$ cat config.mk
export PLATFORM = sky130hd
export DESIGN_NAME = fpa_prep
export DESIGN_NICKNAME = d
export VERILOG_FILES = /design/src/rtl/core/fpa_pkg.sv /design/src/rtl/core/fpa_prep.sv
export SDC_FILE = /design/constraint.sdc
export NUM_CORES = 2
export LEC_CHECK = 0
export BUFFER_PORTS_ARGS = -buffer_cell sky130_fd_sc_hd__buf_4
export CORE_MARGIN = 4
export CORE_UTILIZATION = 60
export DETAILED_ROUTE_END_ITERATION = 10
export PLACE_DENSITY = 0.76
export RECOVER_POWER = 100
export SLEW_MARGIN = 0
export SYNTH_ARGS = -nofsm -noshare
export SYNTH_HDL_FRONTEND = slang
export SYNTH_SLANG_ARGS = --single-unit
$ cat constraint.sdc
create_clock -name clock -period 14.6 [get_ports clock]
set_input_delay 2.19 -clock clock [delete_from_list [all_inputs] [get_ports clock]]
set_output_delay 2.19 -clock clock [all_outputs]
set_load 0.02 [all_outputs]
$ cat src/rtl/core/fpa_pkg.sv
// fpa_pkg: shared constants, item type and helpers for the fixed-point alu
// used by every module of the block; depends on nothing
package fpa_pkg;

   localparam int FRAC_BITS = 8;
   // divider widths: numerator 2*|a|*2^F + |b|, denominator 2*|b|
   localparam int NUM_W = 33 + FRAC_BITS;
   localparam int DEN_W = 33;

   localparam logic [3:0] MODE_ADD      = 4'd0;
   localparam logic [3:0] MODE_SUB      = 4'd1;
   localparam logic [3:0] MODE_MUL      = 4'd2;
   localparam logic [3:0] MODE_DIV      = 4'd3;
   localparam logic [3:0] MODE_INC      = 4'd4;
   localparam logic [3:0] MODE_DEC      = 4'd5;
   localparam logic [3:0] MODE_MIN      = 4'd6;
   localparam logic [3:0] MODE_MAX      = 4'd7;
   localparam logic [3:0] MODE_TO_INT   = 4'd8;
   localparam logic [3:0] MODE_FROM_INT = 4'd9;

   typedef struct packed {
      logic signed [31:0] res;
      logic               sat;
   } clamp_type;

   typedef struct packed {
      logic [3:0]         mode;
      logic signed [31:0] res;
      logic               sat;
      logic               dz;
      logic               lt;
      logic               gt;
      logic               eq;
      logic               neg;
      logic signed [63:0] prod;
      logic [NUM_W-1:0]   num;
      logic [DEN_W-1:0]   den;
      logic [DEN_W-1:0]   rem;
   } item_type;

   // clamp a 33-bit signed sum to the word range
   function automatic clamp_type clamp33(input logic [32:0] s);
      clamp_type c;
      c.sat = s[32] != s[31];
      if (!c.sat) begin
         c.res = s[31:0];
      end else if (s[32]) begin
         c.res = 32'sh8000_0000;
      end else begin
         c.res = 32'sh7fff_ffff;
      end
      return c;
   endfunction

endpackage

$ cat src/rtl/core/fpa_prep.sv
// fpa_prep: first stage, simple modes, compares, product and divider setup
// depends on fpa_pkg
module fpa_prep (
   input  logic                   clock,
   input  logic                   reset,
   input  logic                   up_valid,
   output logic                   up_ready,
   input  logic [3:0]             mode,
   input  logic signed [31:0]     operand_a,
   input  logic signed [31:0]     operand_b,
   output logic                   dn_valid,
   input  logic                   dn_ready,
   output fpa_pkg::item_type      dn_item
);
   logic                valid_ff, valid_in;
   fpa_pkg::item_type   item_ff, item_in;
   logic [31:0]         amag, bmag;
   logic [32:0]         sum_s;
   fpa_pkg::clamp_type  cl;
   logic                load;

   assign up_ready = !valid_ff || dn_ready;
   assign load     = up_valid && up_ready;
   assign valid_in = load || (valid_ff && !dn_ready);

   // operand magnitudes, compares, product, simple mode results and divider setup
   always_comb begin
      amag = operand_a[31] ? (~operand_a + 32'd1) : operand_a;
      bmag = operand_b[31] ? (~operand_b + 32'd1) : operand_b;
      item_in.mode = mode;
      item_in.lt   = operand_a < operand_b;
      item_in.gt   = operand_a > operand_b;
      item_in.eq   = operand_a == operand_b;
      item_in.dz   = (mode == fpa_pkg::MODE_DIV) && (operand_b == 32'sd0);
      item_in.neg  = operand_a[31] ^ operand_b[31];
      item_in.prod = operand_a * operand_b;
      item_in.num  = {amag, {fpa_pkg::FRAC_BITS{1'b0}}, 1'b0}
                     + fpa_pkg::NUM_W'(bmag);
      item_in.den  = {bmag, 1'b0};
      item_in.rem  = '0;
      sum_s        = '0;
      item_in.res  = '0;
      item_in.sat  = 1'b0;
      case (mode)
         fpa_pkg::MODE_ADD, fpa_pkg::MODE_SUB, fpa_pkg::MODE_INC, fpa_pkg::MODE_DEC: begin
            case (mode)
               fpa_pkg::MODE_ADD: sum_s = {operand_a[31], operand_a}
                                          + {operand_b[31], operand_b};
               fpa_pkg::MODE_SUB: sum_s = {operand_a[31], operand_a}
                                          - {operand_b[31], operand_b};
               fpa_pkg::MODE_INC: sum_s = {operand_a[31], operand_a} + 33'd1;
               default:           sum_s = {operand_a[31], operand_a} - 33'd1;
            endcase
            cl          = fpa_pkg::clamp33(sum_s);
            item_in.res = cl.res;
            item_in.sat = cl.sat;
         end
         fpa_pkg::MODE_MIN: item_in.res = item_in.lt ? operand_a : operand_b;
         fpa_pkg::MODE_MAX: item_in.res = item_in.gt ? operand_a : operand_b;
         fpa_pkg::MODE_TO_INT: item_in.res = operand_a >>> fpa_pkg::FRAC_BITS;
         fpa_pkg::MODE_FROM_INT: begin
            item_in.sat = !((&operand_a[31:31-fpa_pkg::FRAC_BITS])
                            || !(|operand_a[31:31-fpa_pkg::FRAC_BITS]));
            if (!item_in.sat) begin
               item_in.res = operand_a <<< fpa_pkg::FRAC_BITS;
            end else if (operand_a[31]) begin
               item_in.res = 32'sh8000_0000;
            end else begin
               item_in.res = 32'sh7fff_ffff;
            end
         end
         default: item_in.res = '0;
      endcase
      cl = fpa_pkg::clamp33(sum_s);
   end

   // stage register
   always_ff @(posedge clock) begin
      if (reset) begin
         valid_ff <= 1'b0;
      end else begin
         valid_ff <= valid_in;
      end
      if (load) begin
         item_ff <= item_in;
      end
   end

   assign dn_valid = valid_ff;
   assign dn_item  = item_ff;
endmodule

==> metrics.md <==
| Metric | Value |
|---|---|
| CP Capture Type | register |
| GRT Overall Usage | 34.5% |
| Site row count | 105 |
| Crit-path max FO | 36 |
| Cells after Synth | between 5,000 and 6,000 |
| IO buf count | 252 |
| Clk_lat worst skew | 530 ps |
| Vias/cell | 5.93 |
| H-tree levels | 4 |
| Result of the run | finished with violations |
| Actual slew at the worst max-slew pin | 4100 ps |
| Worst R2R Setup Slack | 8780 ps |
| CP startpoint kind | primary input |
| Worst Path Arrival | between 10,000 and 15,000 ps |
| Max clock buf depth | 2 |
| WL/cell | 23.0 um |
| Top-area cell type share of the netlist area | 43.3% |
| Initial Util | approximately three fifths |
| Post-DP HPWL | 115 mm |
| Minimum setup slack after placement | 3160 ps |
| Die area | just under 0.09 mm^2 |
| Sequential area share after synthesis | 10.2% |
| Vias | roughly 38,000 |
| Main synth FF type | edfxtp_1 |
| Sink Count | 171 |
| Synth top area cells | fa_1 (43%), edfxtp_1 (10%), inv_1 (8.0%), ha_1 (7.6%), and2_1 (5.6%) |
| Drt total wl | 147 mm |
| Most common cell in the netlist | fa_1 |
| PostCTS Resize Cnt | 0 |
| Layer with the highest usage | met2 |
| CTS buffer count | 17 |
| Worst hold path type | reg -> reg |
| Hold Path Cell Cnt | 2 |
| GR Util met3 | 9.90% |
| Root buf cell | clkbuf_16 |
| Yosys warning count | 0 |
| Max-Slew Margin vs Limit | -174% |
| WHS Endpoint | dn_valid |
| Clk slew on worst S/H paths | 90 ps |
| Post-CTS Setup Inserts | 0 |
| Unique masters post-synth | 83 |
| CP required | 14,890 ps |
| Hold Path Origin | dn_valid |
| CTS tree | built |
| Max Slew Vio Count | 317 |
| Met1 Use GR | 46.4% |
| Largest area contributor in the netlist | fa_1 |
| Violated checks | capacitance limit, slew limit |
| Drc violations | 0 |
| Fin area | 0.0521 mm^2 |
| # hold bufs at CTS | 0 |
| Detail Route Antenna Nets | 0 |
| Initial drt markers | approximately 3,400 |
| Post-Syn Area | 0.0501 mm^2 |
| Final worst slack | 2420 ps |
| FF+latch count, synth | ~170 |
| Initial antenna violation count | 8 |
| First-pass GRT wire length | 234 mm |
| Final GP Congestion | 0.990 |
| Post-layout util | 63.1% |
| Reg-to-Reg End | dn_item[150] |
| Nets | 6,793 |
| FF-to-FF Start | dn_valid |
| DR pass1 iterations | 6 |
| Synth async-reset ratio | 0% |
| Worst Skew | 15.1 ps |
| Fin. Hold Viols | 0 |
| Die extent in x | around 300 um |
| Dpl cell area | roughly 0.052 mm^2 |
| Final setup violation count | 0 |
| RSZ-0062 raised after global routing | false |
| Avg Synthesized Cell Area | 9.37 um^2 |
| Fmax | between 80 and 90 MHz |
| Fraction of layout cells with a size suffix above 1 | 3.57% |
| Core ar. | slightly above 0.08 mm^2 |
| Max-Cap Viols | 8 |
| Post-synth top cells | fa_1 (1,085), inv_1 (1,064), nand2_1 (576) |
| TNS Setup | 0 ps |
| CP Class | in -> reg |
| Largest net degree at the start of global routing | 68 |
| Period utilization | a little over four fifths |
| I/O pin cnt | 287 |
| Shortest period the worst path allows | approximately 12,000 ps |
| Vias in the first global route | 40,239 |
| Die height | between 200 and 300 um |
| EDFF count, synth | 170 |
| Area Overhead vs Synth | 3.86% |
| Reg2reg path depth | 3 |
| Final global-route overflow total | 0 |
| GR Util met2 | 52.9% |
[cell usage in the layout, fill, tap and decap left out, types with 10 or more instances in the layout]
cell type / n
nor2_1: 200
nor3_1: 23
and2_1: 441
nand4_1: 21
o21bai_1: 25
buf_4: 94
xnor2_1: 159
nand2b_1: 24
a21o_1: 81
a21oi_1: 163
nand3_1: 39
and3_1: 24
nor2b_1: 22
fa_1: 1085
conb_1: 34
xor2_1: 52
inv_1: 1064
o21ai_0: 122
clkbuf_1: 194
and2_0: 11
o41ai_1: 10
o211ai_1: 13
edfxtp_1: 170
a221oi_1: 24
o21a_1: 22
o221ai_1: 29
o31ai_1: 22
a211oi_1: 16
ha_1: 305
a31oi_1: 49
mux2_2: 28
clkbuf_16: 17
nand2_1: 576
mux2i_1: 33
[registers in the layout, summed over array words and instances, names as in the netlist]
| register | count |
|---|---|
| dn_valid | 1 |
| dn_item | 170 |
[layer usage]
metal	share of wire, %	vias up
met5	0	-
met1	38	19151
met4	5.0	0
met3	12	389
met2	45	2144
li1	-	16356
[area by class of cell]
| class | instances | area (um^2) |
|---|---|---|
| inverter | 1069 | 4010 |
| antenna | 4 | 10.0 |
| sequential | 171 | 5120 |
| clock buffer | 17 | 425 |
| clock inverter | 15 | 186 |
| fill | 7005 | 30400 |
| multi-input combinational | 3783 | 39500 |
| tap | 1070 | 1340 |
| timing repair buffer | 289 | 1440 |
[logic make-up (layout without fill, tap and decap cells)]
group	after synthesis	after routing	share of synthesized area [%]
adder cells (fa/ha/maj)	1390	1390	50.9
flip-flops	171	171	10.2
other	1	38	0.00748
multiplexers	61	61	1.29
AO/OA/AOI/OAI	644	644	8.51
XOR/XNOR	211	211	3.69
AND/OR/NAND/NOR	1443	1443	14.3
buffers and inverters	1429	1390	11.1
[through the flow]
stage	std cells	hold slack, ps
floorplan	5383	729
global placement	6382	510
detailed placement	6382	523
CTS	6414	539
global route	6416	584
finish	6418	520
[worst max path at each step]
stage	startpoint	slack (ps)	endpoint
after floorplan	operand_a[31]	4300	dn_item[164]
after global placement	operand_a[14]	3250	dn_item[165]
after detailed placement	operand_a[14]	3160	dn_item[165]
after CTS	operand_a[14]	3740	dn_item[165]
after global routing	operand_b[0]	2050	dn_item[165]
final	operand_b[0]	2420	dn_item[165]
[worst max-delay path: stages]
cell	delay [ps]
clkbuf_1	1450
and2_0	270
ha_1	230
inv_1	90
fa_1	410
fa_1	500
fa_1	550
inv_1	50
fa_1	510
inv_1	60
fa_1	520
inv_1	50
fa_1	380
fa_1	460
ha_1	390
a21o_1	210
a21o_1	180
a2111oi_0	1560
o32a_1	340
o31ai_1	210
a21oi_1	560
o21ai_0	280
o31a_1	360
a31oi_1	310
o21ai_0	170
xor2_1	160
Power is left out: the tool's default activity adds up to more than one toggle a clock period on the data nets, which glitch-free logic cannot reach.
