<file path="config.mk">
export PLATFORM = sky130hd
export DESIGN_NAME = fpa_div_cell
export DESIGN_NICKNAME = d
export VERILOG_FILES = /design/src/rtl/core/fpa_pkg.sv /design/src/rtl/core/fpa_div_cell.sv
export SDC_FILE = /design/constraint.sdc
export NUM_CORES = 1
export LEC_CHECK = 0
export BUFFER_PORTS_ARGS = -buffer_cell sky130_fd_sc_hd__buf_2
export CORE_AREA = 10 10 161 163
export CTS_BUF_LIST = sky130_fd_sc_hd__clkbuf_2
export CTS_CLUSTER_SIZE = 24
export DETAILED_ROUTE_END_ITERATION = 8
export DIE_AREA = 0 0 171 173
export GPL_ROUTABILITY_DRIVEN = 1
export PLACE_DENSITY = 0.73
export SLEW_MARGIN = 20
export SYNTH_ARGS = -nofsm -noshare
export SYNTH_HDL_FRONTEND = slang
export SYNTH_SLANG_ARGS = --single-unit
</file>
<file path="constraint.sdc">
create_clock -name clock -period 8.05 [get_ports clock]
set_input_delay 0 -clock clock [delete_from_list [all_inputs] [get_ports clock]]
set_output_delay 0 -clock clock [all_outputs]
set_load 0.02 [all_outputs]
</file>
<file path="src/rtl/core/fpa_pkg.sv">
// fpa_pkg: shared constants, item type and helpers for the fixed-point alu
// used by every module of the block; depends on nothing
package fpa_pkg;

   localparam int FRAC_BITS = 8;
   // divider widths: numerator 2*|a|*2^F + |b|, denominator 2*|b|
   localparam int NUM_W = 33 + FRAC_BITS;
   localparam int DEN_W = 33;

   localparam logic [3:0] MODE_ADD      = 4'd0;
   localparam logic [3:0] MODE_SUB      = 4'd1;
   localparam logic [3:0] MODE_MUL      = 4'd2;
   localparam logic [3:0] MODE_DIV      = 4'd3;
   localparam logic [3:0] MODE_INC      = 4'd4;
   localparam logic [3:0] MODE_DEC      = 4'd5;
   localparam logic [3:0] MODE_MIN      = 4'd6;
   localparam logic [3:0] MODE_MAX      = 4'd7;
   localparam logic [3:0] MODE_TO_INT   = 4'd8;
   localparam logic [3:0] MODE_FROM_INT = 4'd9;

   typedef struct packed {
      logic signed [31:0] res;
      logic               sat;
   } clamp_type;

   typedef struct packed {
      logic [3:0]         mode;
      logic signed [31:0] res;
      logic               sat;
      logic               dz;
      logic               lt;
      logic               gt;
      logic               eq;
      logic               neg;
      logic signed [63:0] prod;
      logic [NUM_W-1:0]   num;
      logic [DEN_W-1:0]   den;
      logic [DEN_W-1:0]   rem;
   } item_type;

   // clamp a 33-bit signed sum to the word range
   function automatic clamp_type clamp33(input logic [32:0] s);
      clamp_type c;
      c.sat = s[32] != s[31];
      if (!c.sat) begin
         c.res = s[31:0];
      end else if (s[32]) begin
         c.res = 32'sh8000_0000;
      end else begin
         c.res = 32'sh7fff_ffff;
      end
      return c;
   endfunction

endpackage

</file>
<file path="src/rtl/core/fpa_div_cell.sv">
// fpa_div_cell: one restoring division step per cell, item passes along
// depends on fpa_pkg
module fpa_div_cell (
   input  logic              clock,
   input  logic              reset,
   input  logic              up_valid,
   output logic              up_ready,
   input  fpa_pkg::item_type up_item,
   output logic              dn_valid,
   input  logic              dn_ready,
   output fpa_pkg::item_type dn_item
);
   logic                      valid_ff, valid_in;
   fpa_pkg::item_type         item_ff, item_in;
   logic [fpa_pkg::DEN_W:0]   rem_sh;
   logic                      ge;
   logic                      load;

   assign up_ready = !valid_ff || dn_ready;
   assign load     = up_valid && up_ready;
   assign valid_in = load || (valid_ff && !dn_ready);

   // shift in next numerator bit, subtract when it fits, quotient bit enters lsb
   always_comb begin
      item_in     = up_item;
      rem_sh      = {up_item.rem, up_item.num[fpa_pkg::NUM_W-1]};
      ge          = rem_sh >= {1'b0, up_item.den};
      item_in.rem = ge ? fpa_pkg::DEN_W'(rem_sh - {1'b0, up_item.den})
                       : rem_sh[fpa_pkg::DEN_W-1:0];
      item_in.num = {up_item.num[fpa_pkg::NUM_W-2:0], ge};
   end

   always_ff @(posedge clock) begin
      if (reset) begin
         valid_ff <= 1'b0;
      end else begin
         valid_ff <= valid_in;
      end
      if (load) begin
         item_ff <= item_in;
      end
   end

   assign dn_valid = valid_ff;
   assign dn_item  = item_ff;
endmodule

</file>
==> qor.log, run 1 <==
qor: floorplanning.die-width 171 um
qor: floorplanning.ios 432
qor: logic_synthesis.synth.top_cells.by_count sky130_fd_sc_hd__edfxtp_1 (213), sky130_fd_sc_hd__inv_1 (45), sky130_fd_sc_hd__nand2_1 (42)
qor: logic_synthesis.ys_ff_latch 214
qor: floorplanning.rows 55
qor: floorplanning.start_util 39.7%
qor: clocking.root_buffer sky130_fd_sc_hd__clkbuf_2
qor: status.outcome.stop_stage clock tree synthesis
qor: clocking.cts-resized-gates 0
qor: clocking.cts-buffers-inserted 54
qor: logic_synthesis.post_synth_main_area_contributors sky130_fd_sc_hd__edfxtp_1 (71%), sky130_fd_sc_hd__ha_1 (4.6%), sky130_fd_sc_hd__o21ai_2 (2.0%)
qor: logic_synthesis.async_reset_ff_share 0%
qor: clocking.post_cts_hold_buffer_count 279
qor: placement.io_buffers 431
qor: clocking.post-cts-setup-buffers 0
qor: placement.dp_hpwl 25.0 mm
qor: clocking.ctsHtreeMaxLevel 2
qor: logic_synthesis.synthFlopType sky130_fd_sc_hd__edfxtp_1
qor: logic_synthesis.postSynthCellCount 584
qor: placement.finalWeightedCongestion 0.917
qor: logic_synthesis.synthMostInstantiatedCell sky130_fd_sc_hd__edfxtp_1
qor: clocking.ctsLongestPathBuffers 3
qor: logic_synthesis.synthDominantAreaCellType sky130_fd_sc_hd__edfxtp_1
qor: logic_synthesis.synth.yosys.warnings 0
qor: logic_synthesis.yosysSeqAreaShare 71.6%
qor: status.outcome aborted with a tool error
qor: status.stop_error [ERROR RSZ-0060] Max buffer count reached.
qor: logic_synthesis.synth_top_area_share 71.3%
qor: logic_synthesis.syn_area 8960 um2
qor: logic_synthesis.postSynthAreaPerCell 15.4 um2
qor: logic_synthesis.synth-edff-count 213
qor: logic_synthesis.synth.lib_cells_used.distinct 62
qor: floorplanning.die_y 173 um
qor: clocking.cts_num_sinks 214
qor: logic_synthesis.net_count_synth 835
==> metrics by stage <==
step	instances	hold slack (ns)	instance area [um2]	utilization (%)	worst slack (ns)
after floorplan	584	0.0691	8960	-	1.95
after detailed placement	1286	0.158	11400	50.3	4.20
after global placement	1286	0.161	11400	50.3	4.29
==> cells by family after synthesis <==
| kind of cell | count (synthesis) | share of synthesized area [%] |
|---|---|---|
| xor+xnor | 28 | 2.74 |
| fa+ha+maj | 34 | 4.83 |
| simple gates | 107 | 5.92 |
| buf+inv | 63 | 3.54 |
| flops | 214 | 71.6 |
| compound gates | 137 | 11.2 |
| mux | 1 | 0.167 |
==> run 2, diff against run 1 <==
Settings changed: CORE_AREA 10 10 161 163 to default, CORE_MARGIN from default to 10, CORE_UTILIZATION from default to 35, CTS_BUF_LIST sky130_fd_sc_hd__clkbuf_2 to default, CTS_CLUSTER_SIZE 24 to default, DIE_AREA 0 0 171 173 to default, PLACE_DENSITY 0.73 to default, PLACE_DENSITY_LB_ADDON from default to 0.15.
==> run 2 against run 1 <==
Effect of this change:
- the flow now finishes without violations
- synthesized cell count did not move
- synthesized area did not move
==> qor.log, run 2 <==
qor: route.drt_wl_total 31.4 mm
qor: logic_synthesis.synth.lib_cells_used.distinct 62 [unchanged]
qor: logic_synthesis.postSynthAreaPerCell 15.4 um2 [unchanged]
qor: final_layout.ratio_of_cells_with_drive_above_1_in_the_final_layout 40.7%
qor: timing.timing.final.crit_period 3.64 ns
qor: power.vdd_ir_drop_max 0.159 mV
qor: clocking.post_cts_hold_buffer_count 215 [-23%]
qor: logic_synthesis.synth-edff-count 213 [unchanged]
qor: clocking.cts-buffers-inserted 25 [-54%]
qor: route.drt-vias-per-instance 4.58
qor: timing.rsz0062_at_grt no
qor: clocking.ctsLongestPathBuffers 3 [unchanged]
qor: power.p_leak 6.21 nW
qor: critical_path.cpPeakStageDelay 0.66 ns
qor: clocking.cts-resized-gates 0 [unchanged]
qor: worst_hold_path.hold_path_origin up_valid
qor: final_layout.fill_cells 2,093
qor: critical_path.critical_path.slowest_cell sky130_fd_sc_hd__buf_4
qor: power.power-per-cell-area 211 nW/um2
qor: route.dr_total_vias 7,302
qor: worst_hold_path.hold_path_class in -> reg
qor: route.wire_per_inst 19.7 um
qor: logic_synthesis.synthMostInstantiatedCell sky130_fd_sc_hd__edfxtp_1
qor: power.power_frac_seq 44.4%
qor: critical_path.logic_depth_of_the_worst_setup_path_including_buffers 16
qor: placement.place.detailed.instances 1,330 [+3.4%]
qor: logic_synthesis.post_synth_main_area_contributors sky130_fd_sc_hd__edfxtp_1 (71%), sky130_fd_sc_hd__ha_1 (4.6%), sky130_fd_sc_hd__o21ai_2 (2.0%)
qor: critical_path.cp_top_family buffers and inverters
qor: floorplanning.ios 432 [unchanged]
qor: critical_path.timing.critical_path.to_type flop
qor: placement.dp_hpwl 23.4 mm [-6.4%]
qor: route.ant_nets 0
qor: floorplanning.core_footprint 25,200 um2
qor: final_layout.largest_register_ff_count 213
qor: route.drt_iter0_markers 345
qor: logic_synthesis.async_reset_ff_share 0% [unchanged]
qor: final_layout.area_delta_synth_final 60.5%
qor: global_route.grt-ovfl-total 0
qor: timing.fin_worst_skew 0.00949 ns
qor: timing.worst-slew-pin-transition 1.08 ns
qor: timing.period_share 45.2%
qor: critical_path.reg2reg_setup_slack 5.77 ns
qor: route.drtPass1Iterations 4
qor: timing.timing.final.setup_violations 0
qor: power.cell_internal_pwr 2.24 mW
qor: critical_path.worstRegToRegCells 3
qor: critical_path.start_kind input pin
qor: status.outcome finished, final reports clean
qor: critical_path.crit_fanout 65
qor: route.drc 0
qor: critical_path.path_cells dlygate4sd3_1 > buf_2 > inv_1 > ha_1 > inv_1 > fa_1 > a21o_1 > a221oi_2 > o21ai_2 > a21boi_2 > o31ai_2 > a21oi_4 > buf_4 > nand2_1 > o21ai_1 > dlygate4sd3_1
qor: clocking.ctsHtreeMaxLevel 1 [-1]
qor: final_layout.instances_no_fill 1,594
qor: critical_path.worstPathArrival 4.04 ns
qor: logic_synthesis.synth.yosys.warnings 0 [unchanged]
qor: global_route.grt_util_all_layers 18.5%
qor: power.combPwrFrac 18.9%
qor: critical_path.rr_startpoint dn_valid
qor: final_layout.multi_input_area 2230 um2
qor: logic_synthesis.synth.top_cells.by_count sky130_fd_sc_hd__edfxtp_1 (213), sky130_fd_sc_hd__inv_1 (45), sky130_fd_sc_hd__nand2_1 (42)
qor: timing.fmax 275 MHz
qor: placement.placed_area 11,400 um2 [+0.54%]
qor: clocking.root_buffer sky130_fd_sc_hd__clkbuf_16
qor: timing.slew_headroom 28.2%
qor: logic_synthesis.syn_area 8960 um2 [unchanged]
qor: timing.final_hold_viol_count 0
qor: floorplanning.die-width 180 um [+5.3%]
qor: critical_path.path_class in -> reg
qor: global_route.grt_start_max_net_pins 170
qor: critical_path.critical_path.endpoint dn_item[30]
qor: clocking.worst_skew_pair.late_latency 0.53 ns
qor: floorplanning.rows 58 [+5.5%]
qor: floorplanning.design.die.area 32,400 um2
qor: final_layout.mostFrequentLayoutCells sky130_fd_sc_hd__buf_2 (431), sky130_fd_sc_hd__dlygate4sd3_1 (215), sky130_fd_sc_hd__edfxtp_1 (213)
qor: logic_synthesis.ys_ff_latch 214 [unchanged]
qor: clocking.cts_num_sinks 214 [unchanged]
qor: run.max_cap_viol_count 0
qor: logic_synthesis.synth_top_area_share 71.3% [unchanged]
qor: clocking.clock_pin_slew_of_the_registers_on_the_worst_case_setup_and_hold_paths 0.06 ns
qor: placement.pre_cts_slack 4.66 ns [+0.463 ns]
qor: critical_path.worstPathBufferInverterCount 6
qor: final_layout.nets 1,493
qor: global_route.grt_first_pass_wirelength 47.5 mm
qor: timing.report.final.slew_viol_count 0
qor: critical_path.r2r_end dn_item[46]
qor: final_layout.mostFrequentLayoutCell sky130_fd_sc_hd__buf_2
qor: clocking.cts_tree done
qor: final_layout.final_cell_area 14,400 um2
qor: critical_path.worst-endpoint-required 8.45 ns
qor: timing.final_critical_path_setup_slack 4.41 ns
qor: floorplanning.die_y 180 um [+4.1%]
qor: critical_path.worst_setup_path_startpoint up_item[106]
qor: logic_synthesis.postSynthCellCount 584 [unchanged]
qor: placement.finalWeightedCongestion 0.802 [-12%]
qor: placement.io_buffers 431 [unchanged]
qor: floorplanning.start_util 35.6% [-4.1 points]
qor: logic_synthesis.yosysSeqAreaShare 71.6% [unchanged]
qor: global_route.initial_antenna_violation_count 6
qor: power.portion_of_total_power_attributed_to_the_clock_network 36.7%
qor: clocking.post-cts-setup-buffers 0 [unchanged]
qor: global_route.grt_pass1_vias 7,901
qor: logic_synthesis.synthDominantAreaCellType sky130_fd_sc_hd__edfxtp_1
qor: power.net_switching_power_of_the_design 793 uW
qor: timing.sum_of_negative_setup_slack 0 ns
qor: final_layout.area.sequential 6420 um2
qor: power.netSwitchingFraction 26.2%
qor: logic_synthesis.synthFlopType sky130_fd_sc_hd__edfxtp_1
qor: logic_synthesis.net_count_synth 835 [unchanged]
## run 2: cell counts after synthesis
No cell type changed its count.
## run 2: worst min path at each step
stage,endpoint,depth (start not counted)
2_1_floorplan,dn_valid,1
3_3_place_gp,dn_valid,2
3_5_place_dp,dn_valid,2
4_1_cts,dn_item[114],2
5_1_grt,dn_item[165],2
6_report,dn_item[114],2
## run 2: routing by layer
metal / up-vias / share of wire (%) / track usage [%] / wire, um
met2: 270 / 54 / 34.7 / 17000
met5: - / 0 / 0 / 0
met4: 0 / 2.4 / 5.15 / 754
met3: 45 / 7.8 / 6.14 / 2470
li1: 3526 / - / - / -
met1: 3461 / 36 / 19.3 / 11200
## run 2: area by class of cell
| class | count | share of cell area (%) |
|---|---|---|
| repair buffers | 648 | 30.1 |
| flip-flops and latches | 214 | 44.6 |
| inverters | 46 | 1.20 |
| clock buffers | 32 | 4.53 |
| clock inverters | 11 | 1.02 |
| well taps | 330 | 2.87 |
| multi-input cells | 307 | 15.5 |
| diodes | 6 | 0.104 |
## run 2: stage by stage
step / total power, mW / hold WS [ns] / util [%]
after CTS: 3.06 / 0.145 / 57.1
after global placement: 1.85 / 0.157 / 45.3
after detailed placement: 1.85 / 0.160 / 45.3
after floorplan: 1.68 / 0.0691 / -
after global routing: 3.16 / 0.164 / 57.1
final: 3.03 / 0.144 / 57.1
## run 2: kinds of logic after synthesis
family          synth area share (%)
mux                            0.167
fa+ha+maj                       4.83
xor+xnor                        2.74
compound gates                  11.2
simple gates                    5.92
buf+inv                         3.54
flops                           71.6
## run 2: power by group through the flow
stage | sequential [mW] | combinational, mW | clock (mW)
finish | 1.34 | 0.573 | 1.11
global route | 1.35 | 0.622 | 1.19
CTS | 1.34 | 0.581 | 1.14
detailed placement | 1.37 | 0.488 | 0
global placement | 1.36 | 0.486 | 0
floorplan | 1.48 | 0.202 | 0
No activity file was read; power rests on OpenSTA's default activity.
