## src/rtl/core/fpa_pkg.sv

```systemverilog
// fpa_pkg: shared constants, item type and helpers for the fixed-point alu
// used by every module of the block; depends on nothing
package fpa_pkg;

   localparam int FRAC_BITS = 8;
   // divider widths: numerator 2*|a|*2^F + |b|, denominator 2*|b|
   localparam int NUM_W = 33 + FRAC_BITS;
   localparam int DEN_W = 33;

   localparam logic [3:0] MODE_ADD      = 4'd0;
   localparam logic [3:0] MODE_SUB      = 4'd1;
   localparam logic [3:0] MODE_MUL      = 4'd2;
   localparam logic [3:0] MODE_DIV      = 4'd3;
   localparam logic [3:0] MODE_INC      = 4'd4;
   localparam logic [3:0] MODE_DEC      = 4'd5;
   localparam logic [3:0] MODE_MIN      = 4'd6;
   localparam logic [3:0] MODE_MAX      = 4'd7;
   localparam logic [3:0] MODE_TO_INT   = 4'd8;
   localparam logic [3:0] MODE_FROM_INT = 4'd9;

   typedef struct packed {
      logic signed [31:0] res;
      logic               sat;
   } clamp_type;

   typedef struct packed {
      logic [3:0]         mode;
      logic signed [31:0] res;
      logic               sat;
      logic               dz;
      logic               lt;
      logic               gt;
      logic               eq;
      logic               neg;
      logic signed [63:0] prod;
      logic [NUM_W-1:0]   num;
      logic [DEN_W-1:0]   den;
      logic [DEN_W-1:0]   rem;
   } item_type;

   // clamp a 33-bit signed sum to the word range
   function automatic clamp_type clamp33(input logic [32:0] s);
      clamp_type c;
      c.sat = s[32] != s[31];
      if (!c.sat) begin
         c.res = s[31:0];
      end else if (s[32]) begin
         c.res = 32'sh8000_0000;
      end else begin
         c.res = 32'sh7fff_ffff;
      end
      return c;
   endfunction

endpackage

```

## src/rtl/core/fpa_finish.sv

```systemverilog
// fpa_finish: rounding of products, clamp of products and quotients, output register
// depends on fpa_pkg
module fpa_finish (
   input  logic               clock,
   input  logic               reset,
   input  logic               up_valid,
   output logic               up_ready,
   input  fpa_pkg::item_type  up_item,
   output logic               dn_valid,
   input  logic               dn_ready,
   output logic signed [31:0] result,
   output logic               a_less,
   output logic               a_greater,
   output logic               a_equal,
   output logic               divide_by_zero,
   output logic               saturated
);
   localparam logic [63:0] HALF = 64'd1 << (fpa_pkg::FRAC_BITS - 1);

   logic               valid_ff, valid_in;
   logic signed [31:0] res_ff, res_in;
   logic               sat_ff, sat_in;
   logic [2:0]         cmp_ff;
   logic               dz_ff;
   logic [63:0]        pmag, mag, lim;
   logic               neg;
   logic               load;

   assign up_ready = !valid_ff || dn_ready;
   assign load     = up_valid && up_ready;
   assign valid_in = load || (valid_ff && !dn_ready);

   // magnitude, sign and clamp for mul and div
   always_comb begin
      pmag   = up_item.prod[63] ? (~up_item.prod + 64'd1) : up_item.prod;
      if (up_item.mode == fpa_pkg::MODE_MUL) begin
         mag = (pmag + HALF) >> fpa_pkg::FRAC_BITS;
         neg = up_item.prod[63];
      end else begin
         mag = 64'(up_item.num);
         neg = up_item.neg;
      end
      lim    = neg ? 64'h8000_0000 : 64'h7fff_ffff;
      res_in = up_item.res;
      sat_in = up_item.sat;
      if ((up_item.mode == fpa_pkg::MODE_MUL)
          || (up_item.mode == fpa_pkg::MODE_DIV && !up_item.dz)) begin
         sat_in = mag > lim;
         if (sat_in) begin
            res_in = neg ? 32'sh8000_0000 : 32'sh7fff_ffff;
         end else begin
            res_in = neg ? (~mag[31:0] + 32'd1) : mag[31:0];
         end
      end else if (up_item.mode == fpa_pkg::MODE_DIV) begin
         res_in = '0;
         sat_in = 1'b0;
      end
   end

   always_ff @(posedge clock) begin
      if (reset) begin
         valid_ff <= 1'b0;
      end else begin
         valid_ff <= valid_in;
      end
      if (load) begin
         res_ff <= res_in;
         sat_ff <= sat_in;
         dz_ff  <= up_item.dz;
         cmp_ff <= {up_item.lt, up_item.gt, up_item.eq};
      end
   end

   assign dn_valid       = valid_ff;
   assign result         = res_ff;
   assign saturated      = sat_ff;
   assign divide_by_zero = dz_ff;
   assign a_less         = cmp_ff[2];
   assign a_greater      = cmp_ff[1];
   assign a_equal        = cmp_ff[0];
endmodule

```

## config.mk

```make
export PLATFORM = sky130hd
export DESIGN_NAME = fpa_finish
export DESIGN_NICKNAME = d
export VERILOG_FILES = /design/src/rtl/core/fpa_pkg.sv /design/src/rtl/core/fpa_finish.sv
export SDC_FILE = /design/constraint.sdc
export NUM_CORES = 1
export LEC_CHECK = 0
export ABC_AREA = 1
export CAP_MARGIN = 10
export CORE_MARGIN = 2
export CORE_UTILIZATION = 63
export CTS_BUF_LIST = sky130_fd_sc_hd__clkbuf_8
export CTS_CLUSTER_DIAMETER = 200
export DETAILED_ROUTE_END_ITERATION = 8
export DONT_BUFFER_PORTS = 1
export GPL_TIMING_DRIVEN = 0
export PLACE_DENSITY = 0.76
export SYNTH_ARGS = -nofsm -noshare
export SYNTH_HDL_FRONTEND = slang
export SYNTH_SLANG_ARGS = --single-unit
```

## constraint.sdc

```tcl
create_clock -name clock -period 17.3 [get_ports clock]
set_input_delay 3.46 -clock clock [delete_from_list [all_inputs] [get_ports clock]]
set_output_delay 3.46 -clock clock [all_outputs]
set_load 0.01 [all_outputs]
```

==> results.toml, run 1 <==
[status]
status = "completed"

[sta]
fin_setup_tns_ns = 0
clock.fmax_mhz = 109
rsz0062_at_grt = "no"
fin_crit_sh_pct = 53.0
slew_headroom_pct = 44.1
period_needed_ns = 9.17
finalSetupViolations = 0
maxSlewViolCount = 0
tightest_slew_ns = 0.839
finalHoldViolCount = 0
fin_worst_skew_ns = 0.00533

[setup_path]
required_ns = 17.36
slowest_delay_ns = 0.61
crit_type = "in -> reg"
critPathArrivalTime_ns = 9.23
cp_num_buf_inv = 6
r2r-end = "divide_by_zero"
worst_setup_path_end_kind = "flip-flop"
reg2reg_slack_ns = 16.16
reg2reg_from = "dn_valid"
cp_common_cell = "nand2_1"
slowest_stage = "clkbuf_2"
cp_max_fo = 39
r2r_cells = 2
critPathTopFamily = "simple AND/OR/NAND/NOR gates"
worstSetupStartpointType = "input port"

[clocking]
cts-root-buf = "clkbuf_8"
h-tree-depth = 2
clkSinkCount = 38
clock_path_buffers = 2
worstSkewPairLatency_ns = 0.29
clkTransAtPathRegs_ns = 0.07
hold_buffers = 0
cts_buffers = 5
cts_setup_buffers = 0
cts_tree = "yes"
cts-resized-gates = 0

[pwr]
total_power_w = 0.000369
leakage_nw = 5.29
peakVddDrop_v = 0.0000417
power.density_nw_per_um2 = 37.2

[cells_and_area]
diodes = 0
most-common-layout-cells = "806 x nand2_1, 248 x nor2_1, 199 x inv_1"
layout_commonest_cell = "nand2_1"
multi_input_area_um2 = 7360
ff_latch_area_um2 = 1130
fin_util_pct = 67.7
fillers = 1531
area_delta_synth_final_pct = 4.16
nets = 2101
drive_gt1_share_pct = 10.3

[synthesis]
synthCells = 1842
synth_fp_nets = 2093
mappedNetlistArea_um2 = 9510
ys_seq_area_share_pct = 11.9
synth_cell_types = 43
ys_top_cells_by_area = "nand2_1 32%, edfxtp_1 12%, nor2_1 9.8%, nand3_1 9.3%, inv_1 7.9%"
yosysTopAreaCellShare_pct = 31.8
ys_ff_latch = 38
synthFlopType = "edfxtp_1"
synth_edf_count = 37
ys_async_sr_fraction_pct = 0
ys_warn_count = 0
synth.avg_cell_area_um2 = 5.17
post-synth-top-area-cell = "nand2_1"

[detailed_routing]
viasPerCell = 5.52
ant_nets = 0
drt_iter0_markers = 1056
routed_wl_mm = 29.3
drc = 0
via_count = 11237
drt-wirelength-per-cell_um = 14.4
firstDrtPassIters = 8

[global_route]
grt_start_max_net_pins = 40
grt_pass1_wl_mm = 47.6
grt_pass1_vias = 10216
antenna_found_initial = 0
gr-total-overflow = 0
grt_use_total_pct = 36.0

[hold_path]
min_from = "dn_valid"
min_to = "dn_valid"
min_path_cells = 2
min_path_type = "reg -> reg"

[floorplanning]
coreArea_um2 = 14600
start_util_pct = 65.0
fp-row-count = 44
ios = 256
fp.dieW_um = 127
die_y_um = 127
die_area_um2 = 16100

[run]
maxCapViolations = 0

[place]
io_buffer_count = 0
routabilityCongestion = 0.984
dp_hpwl_mm = 25.2
logic make-up after synthesis:
group / after synthesis / synth area share [%]
adder cells (fa/ha/maj): 34 / 4.47
AND/OR/NAND/NOR: 1418 / 66.3
XOR/XNOR: 26 / 2.39
AO/OA/AOI/OAI: 70 / 4.08
flip-flops: 38 / 11.9
buffers and inverters: 256 / 10.8
metrics by stage:
stage | cells | hold WS (ns) | setup slack, ns | area (um^2)
final | 2035 | 0.659 | 8.13 | 9910
after global routing | 2035 | 0.701 | 7.68 | 9910
after CTS | 2035 | 0.666 | 8.27 | 9910
after detailed placement | 2027 | 0.655 | 7.96 | 9780
after global placement | 2026 | 0.607 | 7.70 | 9740
after floorplan | 1842 | 0.577 | 9.29 | 9510
area by class of cell:
| type | instances | area share [%] |
|---|---|---|
| well taps | 184 | 2.32 |
| multi-input cells | 1548 | 74.3 |
| inverters | 221 | 8.37 |
| plain buffers | 35 | 2.03 |
| repair buffers | 1 | 0.202 |
| clock buffers | 5 | 0.694 |
| flip-flops and latches | 38 | 11.4 |
| clock inverters | 3 | 0.644 |
power breakdown:
group,leakage (nW),internal (W),switching [W]
Combinational,4.85,0.0000535,0.000114
Sequential,0.369,0.000109,0.00000509
Clock,0.0658,0.0000570,0.0000294
flip-flops by register name (all words and copies together), names as in the netlist:
| register | flops |
|---|---|
| cmp_ff | 3 |
| divide_by_zero | 1 |
| saturated | 1 |
| dn_valid | 1 |
| result | 32 |
worst max path at each step:
stage / start / to / slack (ns) / cells after the start
detailed placement: up_item[212] / result[31] / 7.96 / 28
finish: up_item[212] / result[31] / 8.13 / 28
CTS: up_item[212] / result[31] / 8.27 / 28
floorplan: up_item[212] / result[31] / 9.29 / 28
global placement: up_item[212] / result[31] / 7.70 / 28
global route: up_item[212] / result[31] / 7.68 / 28
cells in the mapped netlist, types with 2 or more instances:
master    instances
a21oi_1          27
a31oi_1           3
buf_1             2
buf_2            16
buf_6             6
clkbuf_1         10
clkinv_1          2
edfxtp_1         37
ha_1             34
inv_1           199
inv_2            20
nand2_1         806
nand2_2          40
nand2_4          14
nand3_1         176
nand3_2          12
nand3b_1         11
nand4_1          28
nor2_1          248
nor2_2           32
nor2_4           18
nor2_8            5
nor3_1           10
nor4_1            2
o211ai_1          4
o21ai_0          22
o21ai_1           7
o21ai_2           2
o21bai_1          2
or2_2            10
xor2_1           25
worst reg2reg max path: stages (launching register included):
cell	delay [ns]
dfxtp_1	0.38
a21oi_4	0.23
buf_12	0.22
routing by layer:
metal / up-vias / GRT usage (%) / routed length [um]
met1: 4825 / 44.7 / 12000
met5: - / 0 / 0
li1: 5759 / - / -
met3: 86 / 4.56 / 2750
met2: 567 / 62.3 / 13200
met4: 0 / 16.4 / 1380
No activity file was read; power rests on OpenSTA's default activity.
==> run 2, diff against run 1 <==
CORE_UTILIZATION = 62   (was 63)
PLACE_DENSITY = 0.78   (was 0.76)
clock period = 7.7 ns   (was 17.3 ns; I/O delays follow)
==> run 2 against run 1 <==
Effect of this change: design area down 0.13%; clock skew rose by 0.00092 ns; clock power increased by 90%; count of clock-buffer cells in the layout stayed put; sequential power grew 130%; sequential share of layout area hardly changed; worst setup slack worse by 7.6 ns; register-to-register slack lost 9.6 ns.
==> results.toml, run 2 (same netlist as run 1, synthesis figures left out) <==
[status]
status = "completed"

[setup_path]
reg2reg_slack_ns = 6.53
cp_max_fo = 39
worstSetupStartpointType = "input port"
worst_setup_path_end_kind = "flip-flop"
r2r-end = "result[10]"
reg2reg_from = "dn_valid"
crit_type = "in -> reg"
required_ns = 7.76
r2r_cells = 2
critPathArrivalTime_ns = 7.26

[sta]
tightest_slew_ns = 0.807
slew_headroom_pct = 46.2
fin_worst_skew_ns = 0.00625
holdWs_ns = 0.663
period_needed_ns = 7.20
clock.fmax_mhz = 139
finalHoldViolCount = 0
finalSetupViolations = 0
fin_setup_tns_ns = 0
maxSlewViolCount = 0
fin_crit_sh_pct = 93.5
rsz0062_at_grt = "no"

[run]
maxCapViolations = 0

[pwr]
power.density_nw_per_um2 = 80.9
p_switching_w = 0.000340
power_frac_clock_pct = 20.4
internal_power_w = 0.000461
peakVddDrop_v = 0.0000875
leakage_nw = 5.28
seqPwrFrac_pct = 32.1
combPwrFrac_pct = 47.5
sw_frac_of_total_pct = 42.4

[hold_path]
min_path_cells = 2
min_to = "dn_valid"
min_path_type = "reg -> reg"
min_from = "dn_valid"

[global_route]
grt_pass1_vias = 10383
grt_pass1_wl_mm = 48.8
grt_start_max_net_pins = 40
antenna_found_initial = 2
grt_use_total_pct = 37.3
gr-total-overflow = 0

[place]
placed_cells = 2031
io_buffer_count = 0
dp_hpwl_mm = 26.9
routabilityCongestion = 1.03

[cells_and_area]
largest_reg_flops = 32
ff_latch_area_um2 = 1130
multi_input_area_um2 = 7360
final_cells = 2041
drive_gt1_share_pct = 10.3
most-common-layout-cells = "806 x nand2_1, 248 x nor2_1, 200 x inv_1"
fin_util_pct = 65.6
layout_commonest_cell = "nand2_1"
nets = 2101
fillers = 1554
area_delta_synth_final_pct = 4.02

[clocking]
clkTransAtPathRegs_ns = 0.07
h-tree-depth = 2
clkSinkCount = 38
cts-resized-gates = 0
hold_buffers = 0
cts_setup_buffers = 0
worstSkewPairLatency_ns = 0.30
cts_buffers = 5
cts_tree = "yes"
clock_path_buffers = 2
cts-root-buf = "clkbuf_8"

[floorplanning]
start_util_pct = 63.1
fp-row-count = 45
ios = 256
coreArea_um2 = 15100
die_area_um2 = 16400
die_y_um = 128
fp.dieW_um = 128

[detailed_routing]
drt_iter0_markers = 806
viasPerCell = 5.58
drt-wirelength-per-cell_um = 15.3
ant_nets = 0
dr_wl_met3_mm = 2.45
firstDrtPassIters = 5
dr_wl_met2_mm = 14.3
routed_wl_mm = 31.2
via_count = 11388
wl_met1_mm = 12.7
drc = 0
highest_layer = "met4"
-- run 2: changes by cell type in the layout (fill, tap and decap cells not counted) --
| cell | before | now |
|---|---|---|
| inv_1 | 199 | 200 |
| clkinv_1 | 3 | 2 |
| diode_2 | 0 | 2 |
| bufinv_16 | 2 | 1 |
| clkinvlp_4 | 0 | 1 |
-- run 2: cell type report --
cell class / instances / share of cell area [%]
Timing Repair Buffer: 1 / 0.202
Tap cell: 188 / 2.38
Clock inverter: 3 / 0.417
Buffer: 35 / 2.04
Inverter: 221 / 8.38
Clock buffer: 5 / 0.695
Antenna cell: 2 / 0.0506
Sequential cell: 38 / 11.4
Multi-Input combinational cell: 1548 / 74.4
-- run 2: layer usage --
metal,vias up,GRT usage [%]
met1,5012,45.0
met4,0,19.5
met2,529,65.6
met5,-,0
li1,5756,-
met3,91,3.88
-- run 2: worst max path at each step --
stage            startpoint  cells after the start         end  slack [ns]
2_1_floorplan  up_item[212]                     28  result[31]        1.61
3_3_place_gp   up_item[212]                     28  result[31]        0.11
3_5_place_dp   up_item[212]                     28  result[31]        0.27
4_1_cts        up_item[212]                     28  result[31]        0.58
5_1_grt        up_item[212]                     28  result[31]        0.07
6_report       up_item[212]                     28  result[31]        0.50
-- run 2: power groups by stage --
stage	combinational (W)	clock (W)	sequential, W
after floorplan	0.000291	0	0.000261
after global placement	0.000359	0	0.000262
after detailed placement	0.000370	0	0.000262
after CTS	0.000372	0.000165	0.000257
after global routing	0.000429	0.000171	0.000259
final	0.000380	0.000164	0.000257
-- run 2: stage by stage --
stage          total power (W)  cell area (um^2)  setup WS [ns]
6_report              0.000801              9900          0.499
5_1_grt               0.000859              9900         0.0708
4_1_cts               0.000795              9890          0.580
3_5_place_dp          0.000632              9780          0.266
3_3_place_gp          0.000621              9750          0.106
2_1_floorplan         0.000552              9510           1.61
-- run 2: worst max-delay path, cell delays in order --
cell and delay [ns]:
nor2_1 0.10, nand2_1 0.20, nor2_1 0.56, clkbuf_1 0.38, buf_2 0.30, nand2_1 0.08
o21ai_1 0.28, clkinv_1 0.39, clkbuf_2 0.59, ha_1 0.52, nand2_1 0.08, inv_1 0.06
nand3_1 0.08, nor4_1 0.53, nand3_1 0.17, a21oi_1 0.22, nand2_1 0.08, nor2_1 0.11
nand2_1 0.05, nor2_1 0.11, nand2_1 0.07, nor2_2 0.11, nand3_2 0.10, nand2_4 0.15
buf_6 0.15, nand3_1 0.09, nand2_1 0.09, nand2_1 0.05
==> run 3, diff against run 2 <==
CORE_UTILIZATION = 63   (was 62)
PLACE_DENSITY = 0.76   (was 0.78)
clock period = 7.15 ns   (was 7.7 ns; I/O delays follow)
==> run 3 against run 2 <==
Effect of this change: design area rose by 0.18%; critical path depth did not move; register-to-register slack got worse by 0.52 ns; largest cell class unchanged; global-route usage fell by 1.3 points; combinational power rose by 6.8%; first-iteration DRC count rose by 35%; worst setup slack got worse by 0.060 ns; worst hold slack got worse by 0.0040 ns; power rose by 11%; clock skew barely moved; critical endpoint unchanged; flip-flop and latch count did not move; critical path type unchanged; non-clock buffer count did not move.
==> results.toml, run 3 (same netlist as run 1, synthesis figures left out) <==
[sta]
period_needed_ns = 6.71
maxSlewViolCount = 0
slew_headroom_pct = 54.5
clock.fmax_mhz = 149
tightest_slew_ns = 0.683
finalHoldViolCount = 0
fin_crit_sh_pct = 93.9
fin_worst_skew_ns = 0.00579
finalSetupViolations = 0
rsz0062_at_grt = "no"

[clocking]
hold_buffers = 0
cts-root-buf = "clkbuf_8"
cts-resized-gates = 0
h-tree-depth = 2
cts_setup_buffers = 0
clkSinkCount = 38
cts_tree = "yes"
clkTransAtPathRegs_ns = 0.07
worstSkewPairLatency_ns = 0.29
cts_buffers = 5
clock_path_buffers = 2

[global_route]
antenna_found_initial = 0
grt_start_max_net_pins = 40
grt_pass1_wl_mm = 47.6
gr-total-overflow = 0
grt_pass1_vias = 10216
grt_use_total_pct = 36.0

[cells_and_area]
fin_util_pct = 67.7
multi_input_area_um2 = 7370
area_delta_synth_final_pct = 4.21
most-common-layout-cells = "806 x nand2_1, 247 x nor2_1, 199 x inv_1"
fillers = 1530
ff_latch_area_um2 = 1130
drive_gt1_share_pct = 10.3
layout_commonest_cell = "nand2_1"
nets = 2101
diodes = 0
largest_reg_flops = 32

[pwr]
leakage_nw = 5.29
total_power_w = 0.000892
power.density_nw_per_um2 = 90.0
peakVddDrop_v = 0.000101

[floorplanning]
fp.dieW_um = 127
die_area_um2 = 16100
die_y_um = 127
coreArea_um2 = 14600
ios = 256
start_util_pct = 65.0
fp-row-count = 44

[setup_path]
crit_type = "in -> reg"
cp_common_cell = "nand2_1"
reg2reg_slack_ns = 6.01
worst_setup_path_end_kind = "flip-flop"
reg2reg_from = "dn_valid"
cp_max_fo = 39
r2r_cells = 2
worstSetupStartpointType = "input port"
required_ns = 7.21
cp_num_buf_inv = 6
critPathTopFamily = "simple AND/OR/NAND/NOR gates"
slowest_delay_ns = 0.49
critPathArrivalTime_ns = 6.77
slowest_stage = "nor4_1"
r2r-end = "divide_by_zero"

[detailed_routing]
drt_iter0_markers = 1092
routed_wl_mm = 29.4
viasPerCell = 5.48
firstDrtPassIters = 6
drc = 0
ant_nets = 0
via_count = 11146
drt-wirelength-per-cell_um = 14.4

[hold_path]
min_to = "dn_valid"
min_path_cells = 2
min_from = "dn_valid"
min_path_type = "reg -> reg"

[run]
maxCapViolations = 0

[place]
routabilityCongestion = 0.984
io_buffer_count = 0
dp_hpwl_mm = 25.2

[status]
status = "completed"
[run 3: worst max-delay path by stage]
stage                             from         end  slack [ns]  cells past startpoint
after floorplan           up_item[212]  result[31]        1.17                     28
after global placement    up_item[212]  result[31]       -0.42                     28
after detailed placement  up_item[212]  result[31]       -0.16                     28
after CTS                 up_item[212]  result[31]        0.15                     28
after global routing      up_item[212]  result[31]        0.02                     28
final                     up_item[212]  result[31]        0.44                     28
[run 3: layer usage]
metal,routed length (um),share of wire (%),track usage (%)
met4,1400,4.8,16.4
met2,13200,45,62.3
met5,0,0,0
met1,12200,42,44.7
met3,2540,8.6,4.56
[run 3: cell type report]
cell class                 instances  share of cell area (%)
buffer                            35                    2.06
inverter                         221                    8.37
sequential                        38                    11.4
multi-input combinational       1548                    74.3
timing repair buffer               1                   0.202
tap                              184                    2.32
clock buffer                       5                   0.694
clock inverter                     3                   0.644
[run 3: through the flow]
step	hold WS, ns	setup WS [ns]	std cells	instance area, um^2	setup TNS [ns]
floorplan	0.577	1.17	1842	9510	0
global placement	0.607	-0.421	2026	9740	-10.16
detailed placement	0.655	-0.155	2027	9780	-1.78
CTS	0.666	0.147	2035	9910	0
global route	0.701	0.0154	2035	9910	0
finish	0.659	0.439	2035	9910	0
[run 3: tightest hold or removal path: stages, from the launching register on]
cell	delay, ns
dfxtp_1	0.38
nand2_1	0.16
a21oi_1	0.08
[run 3: power breakdown]
part / switching, W / internal (W)
Sequential: 0.0000123 / 0.000264
Clock: 0.0000708 / 0.000138
Combinational: 0.000277 / 0.000130
